**src/design/slaw_pkg.sv**
```systemverilog
`default_nettype none
// ----------------------------------------------------------------------------
// slaw_pkg
// Shared types, codes and sizes of the scan line assembler with watchdog.
// ----------------------------------------------------------------------------
package slaw_pkg;

    localparam int LINE_MAX   = 64;
    localparam int LINE_AW    = (LINE_MAX > 1) ? $clog2(LINE_MAX) : 1;
    localparam int FILL_W     = $clog2(LINE_MAX + 1);
    localparam int CMDQ_DEPTH = 4;

    localparam int CFG_IDX_W  = 2;
    localparam int CFG_DATA_W = 16;

    localparam logic [CFG_IDX_W-1:0] CFG_STALL_TIMEOUT = 2'd0;
    localparam logic [CFG_IDX_W-1:0] CFG_WD_INTERVAL   = 2'd1;
    localparam logic [CFG_IDX_W-1:0] CFG_RECOVERY      = 2'd2;
    localparam logic [CFG_IDX_W-1:0] CFG_TERMINATOR    = 2'd3;

    localparam logic [15:0] STALL_TIMEOUT_RST = 16'd3000;
    localparam logic [15:0] WD_INTERVAL_RST   = 16'd1000;
    localparam logic [15:0] RECOVERY_RST      = 16'd2000;
    localparam logic [7:0]  TERMINATOR_RST    = 8'd13;

    localparam logic [1:0] ACT_BYTE    = 2'd0;
    localparam logic [1:0] ACT_TICK    = 2'd1;
    localparam logic [1:0] ACT_RECOVER = 2'd2;

    localparam logic [1:0] MODE_READY      = 2'd0;
    localparam logic [1:0] MODE_SCANNING   = 2'd1;
    localparam logic [1:0] MODE_RECOVERING = 2'd2;

    localparam logic [7:0]  LF_BYTE     = 8'h0A;
    localparam logic [16:0] SILENCE_MAX = 17'h1FFFF;
    localparam logic [15:0] TIMER_MAX   = 16'hFFFF;

    typedef struct packed {
        logic        drop;
        logic        stall;
        logic        done;
        logic        healthy;
        logic [1:0]  state;
        logic [31:0] bytes;
        logic [31:0] scans;
    } status_t;

    typedef struct packed {
        logic              is_line;
        logic [FILL_W-1:0] count;
        status_t           st;
    } cmd_t;

    typedef struct packed {
        logic        is_line_byte;
        logic [7:0]  line_byte;
        logic        line_end;
        status_t     st;
    } result_t;

endpackage
`default_nettype wire

```
**src/design/scan_line_assembler_watchdog_unit.sv**
```systemverilog
`default_nettype none
// ----------------------------------------------------------------------------
// scan_line_assembler_watchdog_unit
// Assembles received bytes into lines with a watchdog and a
// recovery mode; every item gives a status beat or a run of line byte beats.
// ----------------------------------------------------------------------------
// A status beat goes through the command queue into the output register, which
// holds it until popped. Throughput: one item per cycle while no line is being
// emitted and the four-item command queue is not full. A line of n bytes goes
// through the queue and the line store RAM read register and then gives one
// beat per cycle while the result is popped; full stays high until the last
// beat of the line is loaded. Reset: control registers return to their default
// values; the line store is not cleared and needs no clearing pass.
module scan_line_assembler_watchdog_unit
    import slaw_pkg::*;
(
    input  logic                  clk,
    input  logic                  rst_n,
    input  logic                  cfg_we,
    input  logic [CFG_IDX_W-1:0]  cfg_index,
    input  logic [CFG_DATA_W-1:0] cfg_data,
    input  logic                  push,
    output logic                  full,
    input  logic [1:0]            action,
    input  logic [7:0]            rx_byte,
    output logic                  empty,
    input  logic                  pop,
    output logic                  is_line_byte,
    output logic [7:0]            line_byte,
    output logic                  line_end,
    output logic                  overflow_drop,
    output logic                  stall_cleared,
    output logic                  recovery_done,
    output logic                  healthy,
    output logic [1:0]            scanner_state,
    output logic [31:0]           bytes_received,
    output logic [31:0]           scan_count
);

    logic               q_push;
    cmd_t               q_wdata;
    logic               q_pop;
    cmd_t               q_head;
    logic               q_empty;
    logic               q_full;
    logic               ram_we;
    logic [LINE_AW-1:0] ram_waddr;
    logic [7:0]         ram_wdata;
    logic               ram_re;
    logic [LINE_AW-1:0] ram_raddr;
    logic [7:0]         ram_rdata;
    logic               line_done;
    logic               out_valid;
    result_t            out_beat;

    slaw_front u_front (
        .clk       (clk),
        .rst_n     (rst_n),
        .cfg_we    (cfg_we),
        .cfg_index (cfg_index),
        .cfg_data  (cfg_data),
        .push      (push),
        .full      (full),
        .action    (action),
        .rx_byte   (rx_byte),
        .q_full    (q_full),
        .q_push    (q_push),
        .q_wdata   (q_wdata),
        .ram_we    (ram_we),
        .ram_waddr (ram_waddr),
        .ram_wdata (ram_wdata),
        .line_done (line_done)
    );

    slaw_cmdq u_cmdq (
        .clk     (clk),
        .rst_n   (rst_n),
        .q_push  (q_push),
        .q_wdata (q_wdata),
        .q_pop   (q_pop),
        .q_head  (q_head),
        .q_empty (q_empty),
        .q_full  (q_full)
    );

    slaw_ram #(
        .WIDTH (8),
        .DEPTH (LINE_MAX)
    ) u_line_store (
        .clk   (clk),
        .we    (ram_we),
        .waddr (ram_waddr),
        .wdata (ram_wdata),
        .re    (ram_re),
        .raddr (ram_raddr),
        .rdata (ram_rdata)
    );

    slaw_back u_back (
        .clk       (clk),
        .rst_n     (rst_n),
        .q_head    (q_head),
        .q_empty   (q_empty),
        .q_pop     (q_pop),
        .ram_re    (ram_re),
        .ram_raddr (ram_raddr),
        .ram_rdata (ram_rdata),
        .line_done (line_done),
        .out_valid (out_valid),
        .out_beat  (out_beat),
        .pop       (pop)
    );

    assign empty          = !out_valid;
    assign is_line_byte   = out_beat.is_line_byte;
    assign line_byte      = out_beat.line_byte;
    assign line_end       = out_beat.line_end;
    assign overflow_drop  = out_beat.st.drop;
    assign stall_cleared  = out_beat.st.stall;
    assign recovery_done  = out_beat.st.done;
    assign healthy        = out_beat.st.healthy;
    assign scanner_state  = out_beat.st.state;
    assign bytes_received = out_beat.st.bytes;
    assign scan_count     = out_beat.st.scans;

endmodule
`default_nettype wire

```
**src/design/slaw_ram.sv**
```systemverilog
`default_nettype none
// ----------------------------------------------------------------------------
// slaw_ram
// Generic single write port, single read port RAM with registered read data.
// ----------------------------------------------------------------------------
module slaw_ram #(
    parameter int WIDTH = 8,
    parameter int DEPTH = 64
) (
    input  logic                                     clk,
    input  logic                                     we,
    input  logic [((DEPTH > 1) ? $clog2(DEPTH) : 1)-1:0] waddr,
    input  logic [WIDTH-1:0]                         wdata,
    input  logic                                     re,
    input  logic [((DEPTH > 1) ? $clog2(DEPTH) : 1)-1:0] raddr,
    output logic [WIDTH-1:0]                         rdata
);

    logic [WIDTH-1:0] mem_reg [DEPTH];
    logic [WIDTH-1:0] rdata_reg;

    always_ff @(posedge clk)
    begin
        if (we)
        begin
            mem_reg[waddr] <= wdata;
        end
        if (re)
        begin
            rdata_reg <= mem_reg[raddr];
        end
    end

    assign rdata = rdata_reg;

endmodule
`default_nettype wire

```
**src/design/slaw_cmdq.sv**
```systemverilog
`default_nettype none
// ----------------------------------------------------------------------------
// slaw_cmdq
// Short command queue between the front and the back part.
// ----------------------------------------------------------------------------
module slaw_cmdq
    import slaw_pkg::*;
(
    input  logic clk,
    input  logic rst_n,
    input  logic q_push,
    input  cmd_t q_wdata,
    input  logic q_pop,
    output cmd_t q_head,
    output logic q_empty,
    output logic q_full
);

    localparam int QA = (CMDQ_DEPTH > 1) ? $clog2(CMDQ_DEPTH) : 1;
    localparam int QC = $clog2(CMDQ_DEPTH + 1);

    cmd_t          entry_reg [CMDQ_DEPTH];
    logic [QA-1:0] wr_ptr_reg;
    logic [QA-1:0] rd_ptr_reg;
    logic [QC-1:0] count_reg;
    logic          do_push;
    logic          do_pop;

    assign q_empty = (count_reg == '0);
    assign q_full  = (count_reg == QC'(CMDQ_DEPTH));
    assign do_push = q_push && !q_full;
    assign do_pop  = q_pop && !q_empty;
    assign q_head  = entry_reg[rd_ptr_reg];

    always_ff @(posedge clk)
    begin
        if (do_push)
        begin
            entry_reg[wr_ptr_reg] <= q_wdata;
        end
    end

    always_ff @(posedge clk or negedge rst_n)
    begin
        if (!rst_n)
        begin
            wr_ptr_reg <= '0;
            rd_ptr_reg <= '0;
            count_reg  <= '0;
        end
        else
        begin
            if (do_push)
            begin
                wr_ptr_reg <= (wr_ptr_reg == QA'(CMDQ_DEPTH - 1)) ? '0 : wr_ptr_reg + QA'(1);
            end
            if (do_pop)
            begin
                rd_ptr_reg <= (rd_ptr_reg == QA'(CMDQ_DEPTH - 1)) ? '0 : rd_ptr_reg + QA'(1);
            end
            if (do_push && !do_pop)
            begin
                count_reg <= count_reg + QC'(1);
            end
            else if (do_pop && !do_push)
            begin
                count_reg <= count_reg - QC'(1);
            end
        end
    end

endmodule
`default_nettype wire

```
**src/design/slaw_front.sv**
```systemverilog
`default_nettype none
// ----------------------------------------------------------------------------
// slaw_front
// Accepts and classifies items, keeps the timers and counters, fills the line
// store and queues one command per item for the back part.
// ----------------------------------------------------------------------------
module slaw_front
    import slaw_pkg::*;
(
    input  logic                  clk,
    input  logic                  rst_n,
    input  logic                  cfg_we,
    input  logic [CFG_IDX_W-1:0]  cfg_index,
    input  logic [CFG_DATA_W-1:0] cfg_data,
    input  logic                  push,
    output logic                  full,
    input  logic [1:0]            action,
    input  logic [7:0]            rx_byte,
    input  logic                  q_full,
    output logic                  q_push,
    output cmd_t                  q_wdata,
    output logic                  ram_we,
    output logic [LINE_AW-1:0]    ram_waddr,
    output logic [7:0]            ram_wdata,
    input  logic                  line_done
);

    logic [15:0]       stall_to_reg;
    logic [15:0]       interval_reg;
    logic [15:0]       delay_reg;
    logic [7:0]        term_reg;

    logic [FILL_W-1:0] fill_reg,       fill_next;
    logic [16:0]       silence_reg,    silence_next;
    logic [15:0]       wd_reg,         wd_next;
    logic [15:0]       rec_reg,        rec_next;
    logic              recovering_reg, recovering_next;
    logic              healthy_reg,    healthy_next;
    logic [1:0]        mode_reg,       mode_next;
    logic [31:0]       bytes_reg,      bytes_next;
    logic [31:0]       lines_reg,      lines_next;
    logic              line_busy_reg;

    logic              accept;
    logic              drop;
    logic              stall;
    logic              done;
    logic              emit_line;
    logic              is_term;

    assign full    = q_full || line_busy_reg;
    assign accept  = push && !full;
    assign is_term = (rx_byte == term_reg) || (rx_byte == LF_BYTE);

    always_comb
    begin
        fill_next       = fill_reg;
        silence_next    = silence_reg;
        wd_next         = wd_reg;
        rec_next        = rec_reg;
        recovering_next = recovering_reg;
        healthy_next    = healthy_reg;
        mode_next       = mode_reg;
        bytes_next      = bytes_reg;
        lines_next      = lines_reg;
        drop            = 1'b0;
        stall           = 1'b0;
        done            = 1'b0;
        emit_line       = 1'b0;
        ram_we          = 1'b0;

        case (action)
            ACT_BYTE:
            begin
                if (!recovering_reg)
                begin
                    bytes_next   = bytes_reg + 32'd1;
                    silence_next = '0;
                    if (mode_reg == MODE_READY)
                    begin
                        mode_next = MODE_SCANNING;
                    end
                    if (is_term)
                    begin
                        if (fill_reg != '0)
                        begin
                            emit_line  = 1'b1;
                            lines_next = lines_reg + 32'd1;
                            mode_next  = MODE_READY;
                            fill_next  = '0;
                        end
                    end
                    else if (fill_reg >= FILL_W'(LINE_MAX))
                    begin
                        drop = 1'b1;
                    end
                    else
                    begin
                        ram_we    = 1'b1;
                        fill_next = fill_reg + FILL_W'(1);
                    end
                end
            end
            ACT_TICK:
            begin
                wd_next = (wd_reg == TIMER_MAX) ? wd_reg : wd_reg + 16'd1;
                if (recovering_reg)
                begin
                    rec_next = (rec_reg == TIMER_MAX) ? rec_reg : rec_reg + 16'd1;
                    if (rec_next >= delay_reg)
                    begin
                        healthy_next    = 1'b1;
                        recovering_next = 1'b0;
                        silence_next    = '0;
                        fill_next       = '0;
                        mode_next       = MODE_READY;
                        done            = 1'b1;
                    end
                end
                else
                begin
                    silence_next = (silence_reg == SILENCE_MAX) ? silence_reg
                                                                : silence_reg + 17'd1;
                    if (wd_next >= interval_reg)
                    begin
                        wd_next = '0;
                        if (fill_reg != '0 && silence_next > {1'b0, stall_to_reg})
                        begin
                            fill_next = '0;
                            mode_next = MODE_READY;
                            stall     = 1'b1;
                        end
                    end
                end
            end
            ACT_RECOVER:
            begin
                recovering_next = 1'b1;
                rec_next        = '0;
                healthy_next    = 1'b0;
                fill_next       = '0;
                mode_next       = MODE_RECOVERING;
            end
            default:
            begin
            end
        endcase

        ram_we = ram_we && accept;
    end

    assign ram_waddr = fill_reg[LINE_AW-1:0];
    assign ram_wdata = rx_byte;

    assign q_push             = accept;
    assign q_wdata.is_line    = emit_line;
    assign q_wdata.count      = emit_line ? fill_reg : '0;
    assign q_wdata.st.drop    = drop;
    assign q_wdata.st.stall   = stall;
    assign q_wdata.st.done    = done;
    assign q_wdata.st.healthy = healthy_next && !recovering_next;
    assign q_wdata.st.state   = mode_next;
    assign q_wdata.st.bytes   = bytes_next;
    assign q_wdata.st.scans   = lines_next;

    always_ff @(posedge clk or negedge rst_n)
    begin
        if (!rst_n)
        begin
            stall_to_reg   <= STALL_TIMEOUT_RST;
            interval_reg   <= WD_INTERVAL_RST;
            delay_reg      <= RECOVERY_RST;
            term_reg       <= TERMINATOR_RST;
            fill_reg       <= '0;
            silence_reg    <= '0;
            wd_reg         <= '0;
            rec_reg        <= '0;
            recovering_reg <= 1'b0;
            healthy_reg    <= 1'b1;
            mode_reg       <= MODE_READY;
            bytes_reg      <= '0;
            lines_reg      <= '0;
            line_busy_reg  <= 1'b0;
        end
        else
        begin
            if (cfg_we)
            begin
                case (cfg_index)
                    CFG_STALL_TIMEOUT: stall_to_reg <= cfg_data;
                    CFG_WD_INTERVAL:   interval_reg <= cfg_data;
                    CFG_RECOVERY:      delay_reg    <= cfg_data;
                    CFG_TERMINATOR:    term_reg     <= cfg_data[7:0];
                    default:
                    begin
                    end
                endcase
            end
            if (accept)
            begin
                fill_reg       <= fill_next;
                silence_reg    <= silence_next;
                wd_reg         <= wd_next;
                rec_reg        <= rec_next;
                recovering_reg <= recovering_next;
                healthy_reg    <= healthy_next;
                mode_reg       <= mode_next;
                bytes_reg      <= bytes_next;
                lines_reg      <= lines_next;
            end
            if (accept && emit_line)
            begin
                line_busy_reg <= 1'b1;
            end
            else if (line_done)
            begin
                line_busy_reg <= 1'b0;
            end
        end
    end

`ifndef NO_ASSERTIONS
    a_fill_bound: assert property (@(posedge clk) disable iff (!rst_n)
        fill_reg <= FILL_W'(LINE_MAX))
        else $error("Line store fill count exceeds capacity.");

    a_recover_mode: assert property (@(posedge clk) disable iff (!rst_n)
        recovering_reg |-> (mode_reg == MODE_RECOVERING && !healthy_reg))
        else $error("Recovery flag disagrees with mode or health.");
`endif

endmodule
`default_nettype wire

```
**src/design/slaw_back.sv**
```systemverilog
`default_nettype none
// ----------------------------------------------------------------------------
// slaw_back
// Takes commands from the queue, walks the line store for completed lines and
// holds the result beat in the output register.
// ----------------------------------------------------------------------------
module slaw_back
    import slaw_pkg::*;
(
    input  logic               clk,
    input  logic               rst_n,
    input  cmd_t               q_head,
    input  logic               q_empty,
    output logic               q_pop,
    output logic               ram_re,
    output logic [LINE_AW-1:0] ram_raddr,
    input  logic [7:0]         ram_rdata,
    output logic               line_done,
    output logic               out_valid,
    output result_t            out_beat,
    input  logic               pop
);

    localparam logic B_IDLE = 1'b0;
    localparam logic B_DATA = 1'b1;

    logic              state_reg, state_next;
    logic [FILL_W-1:0] idx_reg,   idx_next;
    cmd_t              cur_reg,   cur_next;
    logic              out_valid_reg;
    result_t           out_reg;
    logic              load;
    result_t           load_val;
    logic              out_free;
    logic              last;

    assign out_free = !out_valid_reg || pop;
    assign last     = (idx_reg + FILL_W'(1)) == cur_reg.count;

    always_comb
    begin
        state_next = state_reg;
        idx_next   = idx_reg;
        cur_next   = cur_reg;
        q_pop      = 1'b0;
        ram_re     = 1'b0;
        ram_raddr  = idx_reg[LINE_AW-1:0];
        load       = 1'b0;
        load_val   = '0;
        line_done  = 1'b0;

        case (state_reg)
            B_IDLE:
            begin
                if (!q_empty && out_free)
                begin
                    q_pop = 1'b1;
                    if (q_head.is_line)
                    begin
                        cur_next   = q_head;
                        idx_next   = '0;
                        ram_re     = 1'b1;
                        ram_raddr  = '0;
                        state_next = B_DATA;
                    end
                    else
                    begin
                        load        = 1'b1;
                        load_val.st = q_head.st;
                    end
                end
            end
            B_DATA:
            begin
                if (out_free)
                begin
                    load                  = 1'b1;
                    load_val.is_line_byte = 1'b1;
                    load_val.line_byte    = ram_rdata;
                    load_val.line_end     = last;
                    load_val.st           = cur_reg.st;
                    if (last)
                    begin
                        line_done  = 1'b1;
                        state_next = B_IDLE;
                    end
                    else
                    begin
                        idx_next  = idx_reg + FILL_W'(1);
                        ram_re    = 1'b1;
                        ram_raddr = idx_next[LINE_AW-1:0];
                    end
                end
            end
            default:
            begin
                state_next = B_IDLE;
            end
        endcase
    end

    always_ff @(posedge clk)
    begin
        idx_reg <= idx_next;
        cur_reg <= cur_next;
        if (load)
        begin
            out_reg <= load_val;
        end
    end

    always_ff @(posedge clk or negedge rst_n)
    begin
        if (!rst_n)
        begin
            state_reg     <= B_IDLE;
            out_valid_reg <= 1'b0;
        end
        else
        begin
            state_reg <= state_next;
            if (load)
            begin
                out_valid_reg <= 1'b1;
            end
            else if (pop)
            begin
                out_valid_reg <= 1'b0;
            end
        end
    end

    assign out_valid = out_valid_reg;
    assign out_beat  = out_reg;

`ifndef NO_ASSERTIONS
    a_walk_in_range: assert property (@(posedge clk) disable iff (!rst_n)
        state_reg == B_DATA |-> (cur_reg.count != '0 && idx_reg < cur_reg.count))
        else $error("Line walk index outside the line.");

    a_done_in_walk: assert property (@(posedge clk) disable iff (!rst_n)
        line_done |-> (state_reg == B_DATA && load))
        else $error("Line completion without a final beat.");

    a_end_beat: assert property (@(posedge clk) disable iff (!rst_n)
        line_done |=> (out_valid_reg && out_reg.line_end && out_reg.is_line_byte))
        else $error("Final line beat not marked as line end.");
`endif

endmodule
`default_nettype wire
```
**config.mk**
```make
export PLATFORM = sky130hd
export DESIGN_NAME = scan_line_assembler_watchdog_unit
export DESIGN_NICKNAME = d
export VERILOG_FILES = /design/src/design/slaw_pkg.sv /design/src/design/scan_line_assembler_watchdog_unit.sv /design/src/design/slaw_ram.sv /design/src/design/slaw_cmdq.sv /design/src/design/slaw_front.sv /design/src/design/slaw_back.sv
export SDC_FILE = /design/constraint.sdc
export NUM_CORES = 1
export LEC_CHECK = 0
export BUFFER_PORTS_ARGS = -buffer_cell sky130_fd_sc_hd__buf_4
export CAP_MARGIN = 20
export CORE_ASPECT_RATIO = 1.5
export CORE_UTILIZATION = 47
export CTS_CLUSTER_SIZE = 24
export DETAILED_ROUTE_END_ITERATION = 12
export SLEW_MARGIN = 20
export SYNTH_ARGS = -nofsm -noshare
export SYNTH_HDL_FRONTEND = slang
export SYNTH_SLANG_ARGS = --single-unit
```
**constraint.sdc**
```tcl
create_clock -name clk -period 9.42 [get_ports clk]
set_input_delay 0.942 -clock clk [delete_from_list [all_inputs] [get_ports clk]]
set_output_delay 0.942 -clock clk [all_outputs]
set_load 0.005 [all_outputs]
```
### Word-level counts from Yosys, hierarchy flattened

Memories as Yosys holds them, arrays and structs flattened. A register that Yosys moved wholly into a read port is not among the register bits.
Cells that the tools add are included.

* add/subtract/negate cells: 11
* multiply operators: 0
* div/mod/pow operators: 0
* magnitude comparators: 4
* equality and inequality tests: 25
* shifts and indexed selects: 0
* muxes and demuxes: 103
* bitwise gates (word level): 1
* reduce and logical (&&, ||, !) cells: 42

Operator list (number)
* two-way mux 32 bit: 6
* two-way mux 70 bit: 2
* one-hot mux 70 bit (2 select lines): 1
* two-way mux 7 bit: 13
* two-way mux 16 bit: 5
* two-way mux 80 bit: 1
* two-way mux 17 bit: 4
* adder 32 x 1 -> 32 bit (second input constant): 2
* two-way mux 1 bit: 44
* one-hot mux 17 bit (2 select lines): 1
* adder 16 x 1 -> 16 bit (second input constant): 2
* == test 16 bit (second input constant): 2
* >= comparator 16 bit: 2
* one-hot mux 16 bit (2 select lines): 1
* two-way mux 6 bit: 4
* one-hot mux 7 bit (3 select lines): 1
* two-way mux 2 bit: 10
* adder 17 x 1 -> 17 bit (second input constant): 1
* == test 17 bit (second input constant): 1
* > comparator 17 x 16 -> 1 bit: 1
* adder 7 x 1 -> 7 bit (second input constant): 2
* one-hot mux 7 bit (2 select lines): 1
* one-hot mux 6 bit (2 select lines): 1
* AND reduction 2 bit: 6
* 30 further kinds: 72

* flip-flop bits (word level): 354
* latch bits: 0
* RAM bits: 824
* bits in read-only memories: 0
* bits of input ports: 33
* output and inout port bits: 82
* memories kept: 2

Memories
* u_line_store.mem_reg: depth 64, bits a word 8, rd ports 1, clocked after Yosys merged registers in 1, write ports 1, line slaw_ram.sv:19 `logic [WIDTH-1:0] mem_reg [DEPTH];`
* u_cmdq.entry_reg: depth 4, bits a word 78, rd ports 1, clocked after Yosys merged registers in 0, write ports 1, line slaw_cmdq.sv:22 `cmd_t entry_reg [CMDQ_DEPTH];`

### Longest topological paths before layout

* depth after elaboration: 9
* mapped depth: 20

### Cells and area by module

Synthesis repeated with hierarchy kept, for this count alone.

* cell total of the unflattened synthesis: 2939
* area total of the unflattened synthesis: 49536.3 um^2

By module, submodules not included
* slaw_ram: instances 1, cells each 931, area each 20174.3 um^2, sequential area each 15615.0 um^2
* slaw_cmdq: instances 1, cells each 445, area each 11677.4 um^2, sequential area each 9544.2 um^2
* slaw_front: instances 1, cells each 1197, area each 11273.3 um^2, sequential area each 4558.1 um^2
* slaw_back: instances 1, cells each 365, area each 6407.4 um^2, sequential area each 4974.8 um^2
* scan_line_assembler_watchdog_unit: instances 1, cells each 1, area each 3.8 um^2, sequential area each 0.0 um^2

### Worst setup path after synthesis

No wires, ideal clock.

* path type: input-to-reg
* from: input pop
* to: register u_back.out_reg (netlist bit u_back.out_beat[0]), enable pin
* library setup time: 0.629 ns
* arrival: 6.875 ns
* required time: 8.791 ns
* setup slack: 1.916 ns
* cell stages on the path: 4
* path buffers: 0
* path through: nor2_1 nor2_1 nand2_1 o21ai_0

* longest elaborated chain between the ends: 4
* elaborated cells on any way between the ends: 5

RTL lines
* start, declared: line scan_line_assembler_watchdog_unit.sv:27 `input logic pop,`
* logical OR 1 bit *: line slaw_back.sv:37 `assign out_free = !out_valid_reg || pop;`
* logical AND 1 bit: line slaw_back.sv:55 `if (!q_empty && out_free)`
* two-way mux 1 bit: line slaw_back.sv:55
* one-hot mux 1 bit (2 select lines) *: line slaw_back.sv:52 `case (state_reg)`
* net u_back.load: line slaw_back.sv:32 `logic load;`
* end signal, assigned: line slaw_back.sv:108 `out_reg <= load_val;`
* end, declared: line slaw_back.sv:31 `result_t out_reg;`

The timed path passes the listed nets; every way through them passes the cells marked *.
A chain may end at the register's enable or synchronous reset.

### Worst setup path after layout

* from: register u_back.out_valid_reg (netlist: u_back.out_valid)
* to: register u_line_store.rdata_reg[0] (netlist: u_line_store.rdata[0]) (read register of u_line_store.mem_reg), data pin

* longest elaborated chain between the ends: 5
* elaborated cells on any way between the ends: 9

RTL lines
* start, declared: line slaw_back.sv:30 `logic out_valid_reg;`
* start signal, assigned: line slaw_back.sv:117 `out_valid_reg <= 1'b0;`
* start signal, assigned: line slaw_back.sv:124 `out_valid_reg <= 1'b1;`
* start signal, assigned: line slaw_back.sv:128 `out_valid_reg <= 1'b0;`
* logical NOT 1 bit *: line slaw_back.sv:37
* logical OR 1 bit *: line slaw_back.sv:37
* logical AND 1 bit: line slaw_back.sv:55
* two-way mux 6 bit / two-way mux 1 bit (equally long branches): line slaw_back.sv:55
* one-hot mux 6 bit (2 select lines) / one-hot mux 1 bit (2 select lines) (equally long branches): line slaw_back.sv:52
* end, declared: line slaw_ram.sv:20 `logic [WIDTH-1:0] rdata_reg;`

Mark *: on every way between the ends. The rest lies on a longest branch, timed or not.

==> summary.md <==
| Metric | Value |
|---|---|
| Outcome | `finished, final reports clean` |
| WP data arrival | `6.62 ns` |
| Via count | `29700` |
| Yosys reg bits | `1186` |
| Synthesized area | `50300 µm²` |
| Vias in the first global route | `30900` |
| Die Y | `403 µm` |
| Largest net degree at the start of global routing | `143` |
| Finished Layout Cells | `5034` |
| Critical path fanouts, max | `72` |
| Crit-path max cell delay | `0.72 ns` |
| CP Data Required Time | `9.88 ns` |
| Relative slew slack | `23.2%` |
| Post-Synth Simple-Gate Area | `8.76%` |
| Share of layout cells above drive strength 1 | `15.9%` |
| Pwr/cell area | `288 nW/µm²` |
| Hold Crit Class | `in -> async` |
| Post-synthesis average cell area | `14.7 µm²` |
| Post-synth net total | `3535` |
| Worst-margin pin slew | `1.15 ns` |
| Worst vdd ir | `0.000276 V` |
| Crit end category | `register` |
| CTS Sinks | `1186` |
| Seq/Total Area, Yosys | `68.9%` |
| Site Rows | `146` |
| Root Driver | `clkbuf_16` |
| DP Worst Slack | `2.85 ns` |
| Pint | `10.8 mW` |
| DR pass1 iterations | `7` |
| Routed WL | `128 mm` |
| Sequential power share | `42.7%` |
| Crit path max-delay cell type | `inv_2` |
| Minimum clock period | `6.16 ns` |
| H-tree depth | `3` |
| Core box area | `106000 µm²` |
| Most common cell after layout, fill and taps aside | `edfxtp_1` |
| Setup bufs post-CTS | `0` |
| Logic pwr share | `30.1%` |
| Detailed-route DRC error count | `0` |
| GPL Wtd Cong | `1.05` |
| Die area | `108000 µm²` |
| Main combinational cell family by area after synthesis | `simple AND/OR/NAND/NOR gates` |
| Final hold viol count | `0` |
| I/O Buffers | `114` |
| Fin worst setup slack | `3.26 ns` |
| Compound-gate portion of the synthesized area | `7.59%` |
| Max cap viols | `0` |
| Clock Tree Buf Depth | `3` |
| Final #Nets | `3632` |
| Sw Pwr | `5.41 mW` |
| DR vias/cell | `5.89` |
| Mux contribution to synthesized area | `7.76%` |
| Pleak | `20.3 nW` |
| Worst Skew | `0.0461 ns` |
| EDFF count, synth | `996` |
| Tot Pwr | `16.2 mW` |
| Die Width | `269 µm` |
| Initial antenna violation count | `1` |
| Drt initial violations | `2211` |
| IO Pins | `115` |
| Final Setup Violations | `0` |
| Crit-path cells | `nand2b_1 -> nand2_1 -> inv_2 -> buf_4 -> o22ai_2 -> buf_4 -> nor3_4 -> buf_4 -> a21oi_1 -> nand2_1 -> o22ai_1 -> or4_1 -> or4_1` |
| TritonCTS Buffers | `110` |
| Period Utilization, post-route | `65.4%` |
| Dpl cells | `4826` |
| CTS tree | `done` |
| Synth Area in Adders | `1.68%` |
| Critical Path Source Type | `register` |
| YS warnings | `0` |
| Critical path class | `reg -> reg` |
| Worst reg-to-reg setup slack | `3.26 ns` |
| Clk network pwr share | `27.2%` |
| TNS Setup | `0 ns` |
| Gate count after technology mapping | `3435` |
| Post-Synth XOR/XNOR Area | `3.24%` |
| Switching part of the total | `33.4%` |
| First-pass GRT wire length | `194 mm` |
| Count of pins over their slew limit | `0` |
| Worst r2r src | `u_back.out_valid` |
| Post-DR wirelength/cell | `25.5 µm` |
| FFs w/ async S/R, synth | `16.0%` |
| Clk Latency, worst-skew pair | `0.73 ns` |
| Commonest non-fill, non-tap cells in the layout | `996 x edfxtp_1, 302 x nand2_1, 209 x nor2_1` |
| Synth Flop Type | `edfxtp_1` |
| Antenna Violating Nets Remaining | `0` |
| Hold bufs inserted after CTS | `0` |
| Post-CTS resize count | `0` |
| CP dominant cell by count | `buf_4` |
| Peak Freq | `162 MHz` |
| Crit. Startpoint | `u_back.out_valid` |
| Yosys cell types | `82` |
| DP HPWL | `84.9 mm` |
| Synthesis-to-finish area growth | `11.8%` |
| Max reg flops | `512` |
| Clock transition at the registers of the reported paths | `0.07 ns` |
| Initial Utilization | `47.5%` |
| Total grt overflow | `0` |
| Total track usage | `23.8%` |
| RSZ-0062 raised after global routing | `no` |
-- critical path, delay by kind of cell, from the launching register on --
family / cells / cell delay, ns
compound gates: 3 / 0.47
flops: 1 / 0.48
simple gates: 6 / 2.41
buf+inv: 4 / 2.40
-- through the flow --
stage	utilization, %	instance area, µm²	hold slack (ns)
after floorplan	-	50300	0.457
after global placement	49.8	52700	0.478
after detailed placement	49.8	52700	0.484
after CTS	53.1	56300	0.188
after global routing	53.1	56300	0.239
final	53.1	56300	0.218
-- layout make-up --
class	instances	area, µm²
flip-flops and latches	1186	34700
inverters	79	299
repair buffers	163	1260
multi-input cells	1992	14700
diodes	1	2.50
clock buffers	132	2910
fillers	8672	49600
clock inverters	75	659
well taps	1406	1760
-- cells by family (layout without fill, tap and decap cells) --
family,after synthesis,count (layout)
AOI/OAI and AO/OA,535,535
xor gates and xnor gates,181,181
adders and majority gates,67,67
buffers and inverters,257,449
DFF,1186,1186
muxes,282,282
other,0,1
and+or+nand+nor,927,927
-- per-layer routing --
layer | up-vias | wire, µm | global-route usage (%)
met5 | - | 0 | 0
met4 | 0 | 7180 | 13.7
met3 | 271 | 6260 | 3.39
met2 | 881 | 66800 | 42.2
met1 | 15200 | 48000 | 27.3
li1 | 13300 | - | -
-- power groups by stage --
stage	clock network, mW	registers [mW]	logic, mW
after floorplan	0	6.85	3.30
final	4.41	6.92	4.88
after global placement	0	7.00	4.79
after CTS	4.50	6.92	4.91
after global routing	4.68	6.98	5.22
after detailed placement	0	7.02	4.89
-- synthesized netlist by cell type (57+ instances only) --
| library cell | instances | share of area, % |
|---|---|---|
| mux2_2 | 85 | 1.9 |
| mux2i_1 | 119 | 2.4 |
| o21ai_0 | 93 | 0.92 |
| xnor2_1 | 95 | 1.7 |
| a21oi_1 | 64 | 0.64 |
| nand2_1 | 302 | 2.3 |
| clkbuf_1 | 119 | 0.89 |
| xor2_1 | 83 | 1.4 |
| a211oi_1 | 57 | 0.85 |
| edfxtp_1 | 996 | 59 |
| inv_1 | 79 | 0.59 |
| ha_1 | 66 | 1.6 |
| mux4_2 | 78 | 3.5 |
| a22o_1 | 83 | 1.4 |
| dfrtp_1 | 167 | 8.3 |
| nor2_1 | 210 | 1.6 |
| nand3_1 | 147 | 1.5 |
-- path summary, 6_finish.rpt --
check,to,depth (start not counted)
worst max-delay path,u_line_store.rdata[0],13
worst min-delay path,u_front.mode_reg[0],1
worst max register to register,u_line_store.rdata[0],13
worst min register to register,u_cmdq.count_reg[2],1
max in group asynchronous,u_cmdq.rd_ptr_reg[1],2
min in group clk,u_front.stall_to_reg[10],3
(Power assumes the default switching activity.)
